`src/hw/rtl/nlej_pkg.sv`:
```
// ----------------------------------------------------------------------------
// nlej_pkg: shared definitions for the nested-loop equi-join
// Widths, operation codes, sequencer states and the cell control group.
// ----------------------------------------------------------------------------
package nlej_pkg;

   localparam int LEFT_ROWS     = 64;
   localparam int IDX_W         = (LEFT_ROWS > 1) ? $clog2(LEFT_ROWS) : 1;
   localparam int COUNT_W       = $clog2(LEFT_ROWS + 1);
   localparam int OP_W          = 2;
   localparam int KEY_W         = 32;
   localparam int LEFT_INDEX_W  = 6;
   localparam int RIGHT_INDEX_W = 16;
   localparam int RSP_FIELDS_W  = LEFT_INDEX_W + RIGHT_INDEX_W + KEY_W;
   localparam int RSP_DATA_W    = ((RSP_FIELDS_W + 7) / 8) * 8;
   localparam int RSP_PAD_W     = RSP_DATA_W - RSP_FIELDS_W;

   localparam logic [IDX_W-1:0]         LAST_STEP = IDX_W'(LEFT_ROWS - 1);
   localparam logic [COUNT_W-1:0]       FULL_COUNT = COUNT_W'(LEFT_ROWS);
   localparam logic [RIGHT_INDEX_W-1:0] RIGHT_MAX = '1;

   typedef enum logic [OP_W-1:0] {
      OP_LOAD  = 2'd0,
      OP_PROBE = 2'd1,
      OP_CLEAR = 2'd2
   } op_type;

   typedef enum logic [1:0] {
      ST_IDLE,
      ST_SCAN,
      ST_FINISH
   } state_type;

   typedef struct packed {
      logic             shift;
      logic             load;
      logic [IDX_W-1:0] load_sel;
   } cell_ctl_type;

endpackage

```
`src/hw/rtl/nlej_cell.sv`:
```
// ----------------------------------------------------------------------------
// nlej_cell: one left-key cell of the rotating key ring
// Holds one stored key; takes a new key on load or its neighbor's on shift.
// ----------------------------------------------------------------------------
module nlej_cell (
   input  logic                      clock,
   input  logic                      load_en,
   input  logic                      shift_en,
   input  logic [nlej_pkg::KEY_W-1:0] load_key,
   input  logic [nlej_pkg::KEY_W-1:0] neighbor_key,
   output logic [nlej_pkg::KEY_W-1:0] cell_key
);

   logic [nlej_pkg::KEY_W-1:0] key_ff;
   logic [nlej_pkg::KEY_W-1:0] key_in;

   always_comb begin
      key_in = key_ff;
      priority if (load_en) begin
         key_in = load_key;
      end else if (shift_en) begin
         key_in = neighbor_key;
      end
   end

   always_ff @(posedge clock) begin
      key_ff <= key_in;
   end

   assign cell_key = key_ff;

endmodule

```
`src/hw/rtl/nlej_ctrl.sv`:
```
// ----------------------------------------------------------------------------
// nlej_ctrl: probe sequencer and result register
// Counts rows, rotates the key ring past the head comparator, holds one
// match back to mark the final one, and drives the result channel.
// ----------------------------------------------------------------------------
module nlej_ctrl (
   input  logic                              clock,
   input  logic                              reset,
   input  logic                              req_tvalid,
   output logic                              req_tready,
   input  logic [nlej_pkg::KEY_W-1:0]        req_tdata,
   input  logic [nlej_pkg::OP_W-1:0]         req_tuser,
   input  logic [nlej_pkg::KEY_W-1:0]        head_key,
   output nlej_pkg::cell_ctl_type            cell_ctl,
   output logic                              rsp_tvalid,
   input  logic                              rsp_tready,
   output logic [nlej_pkg::RSP_DATA_W-1:0]   rsp_tdata,
   output logic                              rsp_tlast
);

   nlej_pkg::state_type                     state_ff, state_in;
   logic [nlej_pkg::COUNT_W-1:0]            count_ff, count_in;
   logic [nlej_pkg::RIGHT_INDEX_W-1:0]      right_ff, right_in;
   logic [nlej_pkg::IDX_W-1:0]              step_ff, step_in;
   logic [nlej_pkg::KEY_W-1:0]              probe_ff, probe_in;
   logic                                    pend_valid_ff, pend_valid_in;
   logic [nlej_pkg::IDX_W-1:0]              pend_idx_ff, pend_idx_in;
   logic                                    rsp_valid_ff, rsp_valid_in;
   logic [nlej_pkg::RSP_DATA_W-1:0]         rsp_data_ff, rsp_data_in;
   logic                                    rsp_last_ff, rsp_last_in;

   logic                                    req_accept;
   nlej_pkg::op_type                        op;
   logic                                    out_free;
   logic                                    hit;
   logic                                    stall;
   logic                                    push;
   logic                                    push_last;

   assign req_tready = (state_ff == nlej_pkg::ST_IDLE);
   assign req_accept = req_tvalid && req_tready;
   assign op         = nlej_pkg::op_type'(req_tuser);
   assign out_free   = !rsp_valid_ff || rsp_tready;
   assign hit        = (state_ff == nlej_pkg::ST_SCAN)
                       && (nlej_pkg::COUNT_W'(step_ff) < count_ff)
                       && (head_key == probe_ff);
   assign stall      = hit && pend_valid_ff && !out_free;

   // next state
   always_comb begin
      state_in = state_ff;
      unique case (state_ff)
         nlej_pkg::ST_IDLE: begin
            if (req_accept && op == nlej_pkg::OP_PROBE) begin
               state_in = nlej_pkg::ST_SCAN;
            end
         end
         nlej_pkg::ST_SCAN: begin
            if (!stall && step_ff == nlej_pkg::LAST_STEP) begin
               state_in = nlej_pkg::ST_FINISH;
            end
         end
         nlej_pkg::ST_FINISH: begin
            if (!pend_valid_ff || out_free) begin
               state_in = nlej_pkg::ST_IDLE;
            end
         end
         default: state_in = nlej_pkg::ST_IDLE;
      endcase
   end

   // datapath and outputs
   always_comb begin
      count_in      = count_ff;
      right_in      = right_ff;
      step_in       = step_ff;
      probe_in      = probe_ff;
      pend_valid_in = pend_valid_ff;
      pend_idx_in   = pend_idx_ff;
      cell_ctl      = '0;
      push          = 1'b0;
      push_last     = 1'b0;

      unique case (state_ff)
         nlej_pkg::ST_IDLE: begin
            if (req_accept) begin
               unique case (op)
                  nlej_pkg::OP_LOAD: begin
                     if (count_ff < nlej_pkg::FULL_COUNT) begin
                        cell_ctl.load     = 1'b1;
                        cell_ctl.load_sel = count_ff[nlej_pkg::IDX_W-1:0];
                        count_in          = count_ff + 1'b1;
                     end
                  end
                  nlej_pkg::OP_PROBE: begin
                     probe_in      = req_tdata;
                     step_in       = '0;
                     pend_valid_in = 1'b0;
                  end
                  nlej_pkg::OP_CLEAR: begin
                     count_in = '0;
                     right_in = '0;
                  end
                  default: ;
               endcase
            end
         end
         nlej_pkg::ST_SCAN: begin
            if (!stall) begin
               cell_ctl.shift = 1'b1;
               step_in = (step_ff == nlej_pkg::LAST_STEP) ? '0 : step_ff + 1'b1;
               if (hit) begin
                  push          = pend_valid_ff;
                  pend_valid_in = 1'b1;
                  pend_idx_in   = step_ff;
               end
            end
         end
         nlej_pkg::ST_FINISH: begin
            if (!pend_valid_ff || out_free) begin
               push          = pend_valid_ff;
               push_last     = 1'b1;
               pend_valid_in = 1'b0;
               if (right_ff != nlej_pkg::RIGHT_MAX) begin
                  right_in = right_ff + 1'b1;
               end
            end
         end
         default: ;
      endcase

      rsp_valid_in = rsp_valid_ff;
      rsp_data_in  = rsp_data_ff;
      rsp_last_in  = rsp_last_ff;
      priority if (push) begin
         rsp_valid_in = 1'b1;
         rsp_data_in  = {{nlej_pkg::RSP_PAD_W{1'b0}}, probe_ff, right_ff,
                         nlej_pkg::LEFT_INDEX_W'(pend_idx_ff)};
         rsp_last_in  = push_last;
      end else if (rsp_tready) begin
         rsp_valid_in = 1'b0;
      end
   end

   always_ff @(posedge clock) begin
      if (reset) begin
         state_ff      <= nlej_pkg::ST_IDLE;
         count_ff      <= '0;
         right_ff      <= '0;
         pend_valid_ff <= 1'b0;
         rsp_valid_ff  <= 1'b0;
      end else begin
         state_ff      <= state_in;
         count_ff      <= count_in;
         right_ff      <= right_in;
         pend_valid_ff <= pend_valid_in;
         rsp_valid_ff  <= rsp_valid_in;
      end
   end

   always_ff @(posedge clock) begin
      step_ff     <= step_in;
      probe_ff    <= probe_in;
      pend_idx_ff <= pend_idx_in;
      rsp_data_ff <= rsp_data_in;
      rsp_last_ff <= rsp_last_in;
   end

   assign rsp_tvalid = rsp_valid_ff;
   assign rsp_tdata  = rsp_data_ff;
   assign rsp_tlast  = rsp_last_ff;

endmodule

```
`src/hw/rtl/nested_loop_equi_join.sv`:
```
// ----------------------------------------------------------------------------
// nested_loop_equi_join: equi-join of a stored left key column
// Left keys sit in a ring of cells; a probe rotates the ring once past one
// comparator at the head cell and reports each match in left-row order.
// ----------------------------------------------------------------------------
// A probe holds off the next request until it has finished: the ring turns
// one cell per cycle, unless stalled, for a full revolution past the single
// head comparator, then the finish state settles the final match. The ring
// stalls while a match is found with an earlier match held back and the
// result register still held by the consumer, and the finish state waits
// until the final match can enter the result register. Probes with no match
// give no result but still advance the right-row counter, which saturates at
// 65535.
module nested_loop_equi_join (
   input  logic                              clock,
   input  logic                              reset,
   input  logic                              req_tvalid,
   output logic                              req_tready,
   input  logic [nlej_pkg::KEY_W-1:0]        req_tdata,  // [31:0] key
   input  logic [nlej_pkg::OP_W-1:0]         req_tuser,  // [1:0] operation
   output logic                              rsp_tvalid,
   input  logic                              rsp_tready,
   // [5:0] left_index, [21:6] right_index, [53:22] match_key, [55:54] zero
   output logic [nlej_pkg::RSP_DATA_W-1:0]   rsp_tdata,
   output logic                              rsp_tlast   // last
);

   nlej_pkg::cell_ctl_type     cell_ctl;
   logic [nlej_pkg::KEY_W-1:0] ring_key [nlej_pkg::LEFT_ROWS];

   nlej_ctrl u_ctrl (
      .clock      (clock),
      .reset      (reset),
      .req_tvalid (req_tvalid),
      .req_tready (req_tready),
      .req_tdata  (req_tdata),
      .req_tuser  (req_tuser),
      .head_key   (ring_key[0]),
      .cell_ctl   (cell_ctl),
      .rsp_tvalid (rsp_tvalid),
      .rsp_tready (rsp_tready),
      .rsp_tdata  (rsp_tdata),
      .rsp_tlast  (rsp_tlast)
   );

   for (genvar i = 0; i < nlej_pkg::LEFT_ROWS; i++) begin : g_cell
      nlej_cell u_cell (
         .clock        (clock),
         .load_en      (cell_ctl.load && cell_ctl.load_sel == nlej_pkg::IDX_W'(i)),
         .shift_en     (cell_ctl.shift),
         .load_key     (req_tdata),
         .neighbor_key (ring_key[(i + 1) % nlej_pkg::LEFT_ROWS]),
         .cell_key     (ring_key[i])
      );
   end

endmodule

```
`config.mk`:
```
export PLATFORM = sky130hd
export DESIGN_NAME = nested_loop_equi_join
export DESIGN_NICKNAME = d
export VERILOG_FILES = /design/src/hw/rtl/nlej_pkg.sv /design/src/hw/rtl/nlej_cell.sv /design/src/hw/rtl/nlej_ctrl.sv /design/src/hw/rtl/nested_loop_equi_join.sv
export SDC_FILE = /design/constraint.sdc
export NUM_CORES = 2
export LEC_CHECK = 0
export ABC_AREA = 0
export BUFFER_PORTS_ARGS = -buffer_cell sky130_fd_sc_hd__buf_2
export CORE_ASPECT_RATIO = 1.1
export CORE_MARGIN = 4
export CORE_UTILIZATION = 50
export DETAILED_ROUTE_END_ITERATION = 8
export PLACE_DENSITY = 0.62
export SLEW_MARGIN = 20
export SYNTH_ARGS = -nofsm -noshare
export SYNTH_HDL_FRONTEND = slang
export SYNTH_SLANG_ARGS = --single-unit
```
`constraint.sdc`:
```
create_clock -name clock -period 5.4 [get_ports clock]
set_clock_uncertainty 0.1 [all_clocks]
set_input_delay 0.27 -clock clock [delete_from_list [all_inputs] [get_ports clock]]
set_output_delay 0.27 -clock clock [all_outputs]
set_load 0.03 [all_outputs]
```
# Word-level counts from Yosys, hierarchy flattened
# Cells that the tools add are included.
[word_totals]
reg_bits = 2174
inputBits = 38
output_inout_bits = 59
word_cells = 479
[op_classes]
addsub = 3
magnitude_cmp = 2
n_eq_ne = 80
n_mux = 163
n_bitwise = 1
reduce_logical = 156
[op_table]
columns = ["operator", "n"]
rows = [
  ["2-to-1 mux 32 bit", 128],
  ["== test 6 bit, second input constant", 33],
  ["nonzero test 2 bit", 68],
  ["== test 6 x 5 -> 1 bit, second input constant", 16],
  ["logical AND 1 bit", 71],
  ["2-to-1 mux 16 bit", 4],
  ["== test 6 x 4 -> 1 bit, second input constant", 8],
  ["2-to-1 mux 7 bit", 5],
  ["== test 32 bit", 1],
  ["case mux 16 bit (2 select lines)", 1],
  ["== test 6 x 3 -> 1 bit, second input constant", 4],
  ["2-to-1 mux 6 bit", 4],
  ["adder 16 x 1 -> 16 bit, second input constant", 1],
  ["inequality test 16 bit, second input constant", 1],
  ["case mux 7 bit (2 select lines)", 1],
  ["2-to-1 mux 1 bit", 13],
  ["== test 6 x 2 -> 1 bit, second input constant", 2],
  ["inequality test 2 bit, second input constant", 6],
  ["case mux 6 bit (2 select lines)", 1],
  ["AND reduction 3 bit", 3],
  ["inequality test 2 x 1 -> 1 bit, second input constant", 4],
  ["AND reduction 4 bit", 2],
  ["adder 7 x 1 -> 7 bit, second input constant", 1],
  ["less-than comparator 6 x 7 -> 1 bit", 1],
  ["17 further kinds", 26],
]

# Depth between registers and ports, before layout
[logic_depth]
word_depth = 9
ltp_mapped = 10
mapped_depth_nobuf = 8

# Hierarchy
# A second synthesis with hierarchy kept.
[hier_totals]
cells_unflattened = 4853
area_unflattened_um2 = 101934.0
[by_module_without_submodules]
columns = ["module", "n_inst", "cells_per_inst", "area_each_um2", "seq_area_each_um2"]
rows = [
  ["nlej_cell", 64, 69, 1507.7, 960.9],
  ["nlej_ctrl", 1, 344, 4972.3, 3513.4],
  ["nested_loop_equi_join", 1, 93, 469.2, 0.0],
]

# Worst setup path after synthesis
# OpenSTA, ideal clock, no wires.
[synth_timing]
kind = "reg2reg"
from = "register u_ctrl.state_ff[0]"
to = "register g_cell[10].u_cell.key_ff, in the netlist g_cell[10].u_cell.cell_key[0] (enable)"
setup_time_ns = 0.466
t_arrival_ns = 4.297
t_required_ns = 4.834
slack_ns = 0.537
stages_incl_launch_ff = 10
path_buffers = 3
period_less_slack_ns = 4.863
path_cell_list = "dfxtp_1 inv_1 ha_1 nand3b_1 nor3_1 buf_2 nand2_2 buf_2 clkbuf_1 o21ai_0"
[synth_via]
word_cells_on_any_way = 14
classes_between = "2 x eq/ne; 4 x mux; 8 x reduce/logical"
[synth_lines]
columns = ["element", "line", "text"]
rows = [
  ["from (decl)", "nlej_ctrl.sv:21", "nlej_pkg::state_type state_ff, state_in;"],
  ["from (signal assigned)", "nlej_ctrl.sv:147", "state_ff <= nlej_pkg::ST_IDLE;"],
  ["from (signal assigned)", "nlej_ctrl.sv:153", "state_ff <= state_in;"],
  ["logical NOT 2 bit (*)", "nlej_ctrl.sv:40", "assign req_tready = (state_ff == nlej_pkg::ST_IDLE);"],
  ["named net req_tready", "nested_loop_equi_join.sv:18", "output logic req_tready,"],
  ["logical AND 1 bit", "nlej_ctrl.sv:41", "assign req_accept = req_tvalid && req_tready;"],
  ["2-to-1 mux 7 bit", "nlej_ctrl.sv:86", "if (req_accept) begin"],
  ["2-to-1 mux 7 bit (*)", "nlej_ctrl.sv:84", "unique case (state_ff)"],
  ["== test 6 x 4 -> 1 bit", "nested_loop_equi_join.sv:49", ".load_en (cell_ctl.load && cell_ctl.load_sel == nlej_pkg::IDX_W'(i)),"],
  ["logical AND 1 bit (*)", "nested_loop_equi_join.sv:49", ""],
  ["nonzero test 2 bit (no line) (*)", "--", ""],
  ["to (signal assigned)", "nlej_cell.sv:27", "key_ff <= key_in;"],
  ["to (decl)", "nlej_cell.sv:14", "logic [nlej_pkg::KEY_W-1:0] key_ff;"],
]
# Mark *: on every way through the listed nets, which the timed path passes. The rest lies on a longest branch.
# A chain may end at the register's enable or synchronous reset.

# Worst setup path after layout
[layout_timing]
from = "register u_ctrl.state_ff[1]"
to = "register g_cell[61].u_cell.key_ff, in the netlist g_cell[61].u_cell.cell_key[22], data pin"
[layout_via]
elab_chain_cells = 7
[layout_rtl]
columns = ["element", "line", "text"]
rows = [
  ["logical NOT 2 bit (*)", "nlej_ctrl.sv:40, nlej_ctrl.sv:84", ""],
  ["logical AND 1 bit", "nlej_ctrl.sv:41", ""],
  ["2-to-1 mux 7 bit", "nlej_ctrl.sv:86", ""],
  ["2-to-1 mux 7 bit (*)", "nlej_ctrl.sv:84", ""],
  ["== test 6 bit", "nested_loop_equi_join.sv:49", ""],
  ["logical AND 1 bit (*)", "nested_loop_equi_join.sv:49", ""],
  ["2-to-1 mux 32 bit (*)", "nlej_cell.sv:19", "priority if (load_en) begin"],
  ["named net g_cell[61].u_cell.key_in, one bit", "nlej_cell.sv:15", "logic [nlej_pkg::KEY_W-1:0] key_in;"],
  ["to (signal assigned)", "nlej_cell.sv:27", ""],
  ["to (decl)", "nlej_cell.sv:14", ""],
]
# Marked as above.

==> impl_metrics.tcl <==
set metrics [dict create \
    status "finished, final reports clean" \
    rsz0062_at_grt "false" \
    met1Wirelength_mm 89.9 \
    vias 44128 \
    viasPerCell 5.75 \
    post_cts_buffers 0 \
    syn_area_um2 92900 \
    critPathMaxStageDelay_ns 0.76 \
    antenna_found_initial 9 \
    worstSetupPathType "reg -> reg" \
    area_growth_pct 11.4 \
    core_region_area_um2 184000 \
    start_util_pct 50.4 \
    cp_data_required_time_ns 5.89 \
    route.met2.wl_mm 94.7 \
    reg2reg_slack_ns 0.97 \
    gp_congestion 0.782 \
    clockBufferDepth 3 \
    path_cells "inv_1 -> ha_1 -> nand3b_1 -> nor3_2 -> nand3_2 -> buf_4 -> nor2_4 -> mux2_2" \
    ys.flop_type "edfxtp_1" \
    drive_gt1_share_pct 50.0 \
    startpoint_type "flop" \
    regArea_um2 65000 \
    row_count 165 \
    ant_nets 0 \
    hold-worst-slack_ns 0.107 \
    path_delay_family "simple AND/OR/NAND/NOR gates" \
    dpl.cell_count 7240 \
    finalCritPeriodShare_pct 82.0 \
    die-area_um2 193000 \
    io_pins 97 \
    dp_hpwl_mm 117 \
    drt_wl_total_mm 198 \
    fmax_ghz 0.226 \
    multiInputGateArea_um2 25900 \
    final_hold_viol_count 0 \
    cp_slowest_cell "nand3_2" \
    finalSetupViolCount 0 \
    clock-sinks 2174 \
    ys_seq_area_share_pct 70.0 \
    vdd_drop_max_v 0.000324 \
    grt_max_degree 66 \
    met3_length_mm 9.43 \
    grt_pass1_wl_mm 300 \
    synth_edf_count 2147 \
    grt-ovfl-total 0 \
    grt_pass1_vias 45331 \
    syn-mean-instance-area_um2 18.4 \
    drc 0 \
    ctsHtreeMaxLevel 4 \
    insertion_delay_ns 0.85 \
    path_max_fanout 32 \
    syn_inst 5036 \
    critPathBufInv 2 \
    timing.final.max_slew_violations 0 \
    die_y_um 460 \
    numCtsBuffers 213 \
    cts_tree "yes" \
    stdcell_count 7677 \
    final_util_pct 56.2 \
    highest_layer "met4" \
    ys_types 50 \
    drv_cap 0 \
    setup_tns_ns 0 \
    cts-root-buf "clkbuf_16" \
    p_per_area_nw_per_um2 484 \
    crit_arrival_ns 4.92 \
    relSlewSlack_pct 28.6 \
    hold_class "in -> reg" \
    clk_pin_slew_ns 0.06 \
    fin_crit_ns 4.43 \
    synthArstFlopShare_pct 0 \
    crit_path_end_kind "flop" \
    fin_nets 5115 \
    worst_pin_slew_ns 1.07 \
    drt_iter0_drc 3450 \
    die_w_um 419 \
    grtUsageTotal_pct 20.5 \
    yosysWarningCount 0 \
    synth-seq-cells 2174 \
    wl_per_cell_um 25.9 \
    p_leak_nw 33.1 \
    io_buffers 94 \
    nFillCells 13940 \
    dr.pass1.iters 5 \
]
-- path summary, 6_finish.rpt --
check                                                     start                                  endpoint  cells past startpoint
worst max-delay path            u_ctrl.state_ff[1]$_SDFFE_PP0P_  g_cell[61].u_cell.cell_key[22]$_DFFE_PP_                      8
worst min-delay path                               req_tdata[9]              u_ctrl.probe_ff[9]$_DFFE_PP_                      2
worst max register to register  u_ctrl.state_ff[1]$_SDFFE_PP0P_  g_cell[61].u_cell.cell_key[22]$_DFFE_PP_                      8
worst min register to register  u_ctrl.pend_idx_ff[5]$_DFFE_PP_             u_ctrl.rsp_tdata[5]$_DFFE_PP_                      0
-- flip-flops by register name (all words and copies together), names as in the netlist --
| signal | count |
|---|---|
| u_ctrl.right_ff | 16 |
| u_ctrl.count_ff | 7 |
| u_ctrl.rsp_tvalid | 1 |
| u_ctrl.step_ff | 6 |
| u_ctrl.rsp_tlast | 1 |
| u_ctrl.probe_ff | 32 |
| u_ctrl.state_ff | 2 |
| u_ctrl.rsp_tdata | 54 |
| u_ctrl.pend_idx_ff | 6 |
| g_cell.u_cell.cell_key | 2048 |
| u_ctrl.pend_valid_ff | 1 |
-- final cells by class --
cell class | instances | area share [%]
sequential | 2174 | 62.9
clock inverter | 147 | 1.61
clock buffer | 257 | 5.43
inverter | 14 | 0.0508
tap | 2421 | 2.93
antenna | 1 | 0.00242
multi-input combinational | 2407 | 25.0
timing repair buffer | 256 | 2.10
-- cell families (layout without fill, tap and decap cells) --
| logic type | count (synthesis) | count (layout) | synth area share [%] |
|---|---|---|---|
| mux | 2049 | 2049 | 24.8 |
| fa+ha+maj | 11 | 11 | 0.148 |
| compound gates | 85 | 85 | 0.513 |
| flops | 2174 | 2174 | 70.0 |
| simple gates | 211 | 211 | 1.29 |
| buf+inv | 456 | 674 | 2.72 |
| xor+xnor | 49 | 49 | 0.462 |
| other cells | 1 | 3 | 0.00404 |
-- synthesized netlist by cell type, types with 6 or more instances --
cell      number  share of area [%]
nor2_2        33               0.22
edfxtp_1    2147                 69
nand4_1       13              0.088
inv_1         14              0.057
buf_4        107               0.87
nor2_4        16               0.19
mux2_1       115                1.4
xor2_1        17               0.16
buf_6         48               0.58
nand2b_1      11              0.074
dfxtp_1       27               0.58
mux2_2      1933                 23
o21ai_0       63               0.34
buf_2         42               0.23
nor2_1        50               0.20
nand3_1       20               0.11
clkbuf_1     211               0.85
xnor2_1       32               0.30
nor2b_1        6              0.040
buf_1         34               0.14
ha_1          11               0.15
nand2_1       34               0.14
a21oi_1        7              0.038
-- routing by layer --
metal  vias to the layer above  global-route usage (%)
li1                      19493                       -
met3                       278                    3.02
met1                     23215                    29.4
met2                      1142                    32.8
met4                         0                    5.54
met5                         -                       0
-- cell usage in the layout (no fill, tap or decap), types with 4 or more instances in the layout --
cell,synthesis,layout
edfxtp_1,2147,2147
mux2_2,1933,1933
clkbuf_16,0,215
buf_4,107,125
mux2_1,115,115
buf_2,42,91
clkinv_1,0,47
clkinv_2,0,44
nor2_1,50,39
o21ai_2,0,36
clkbuf_1,211,34
xnor2_1,32,32
bufinv_16,0,32
nand2_1,34,31
nor2_4,16,31
nor2_2,33,29
dfxtp_1,27,27
o21ai_4,0,23
buf_16,0,20
xor2_1,17,17
nand3_1,20,17
dlygate4sd3_1,0,17
inv_1,14,14
nand4_1,13,13
nand2b_1,11,11
ha_1,11,11
clkinvlp_4,0,9
clkbuf_8,0,8
a21oi_1,7,7
nor2b_1,6,6
inv_6,0,6
o21ai_0,63,4
nor4_1,4,4
and2_1,4,4
-- stage by stage --
stage          total power, mW  setup slack, ns  instance area [µm²]
2_1_floorplan             32.1            0.537                92900
3_3_place_gp              34.6             1.08                95400
3_5_place_dp              34.7             1.03                95600
4_1_cts                   50.3             1.00               103000
5_1_grt                   52.2            0.775               103000
6_report                  50.0            0.973               103000
-- report_power, final --
part | internal (mW) | switching (mW) | leakage, nW | total, mW
Sequential | 25.4 | 1.49 | 20.0 | 26.9
Combinational | 3.57 | 4.15 | 9.50 | 7.71
Clock | 8.97 | 6.44 | 3.56 | 15.4
Total | 38.0 | 12.1 | 33.1 | 50.0
-- timing repair --
action | CTS | global route
hold endpoints to repair | 36 | 0
gates resized for setup | 0 | 0
hold buffers | 17 | 0
Power figures use the tool's default switching activity.
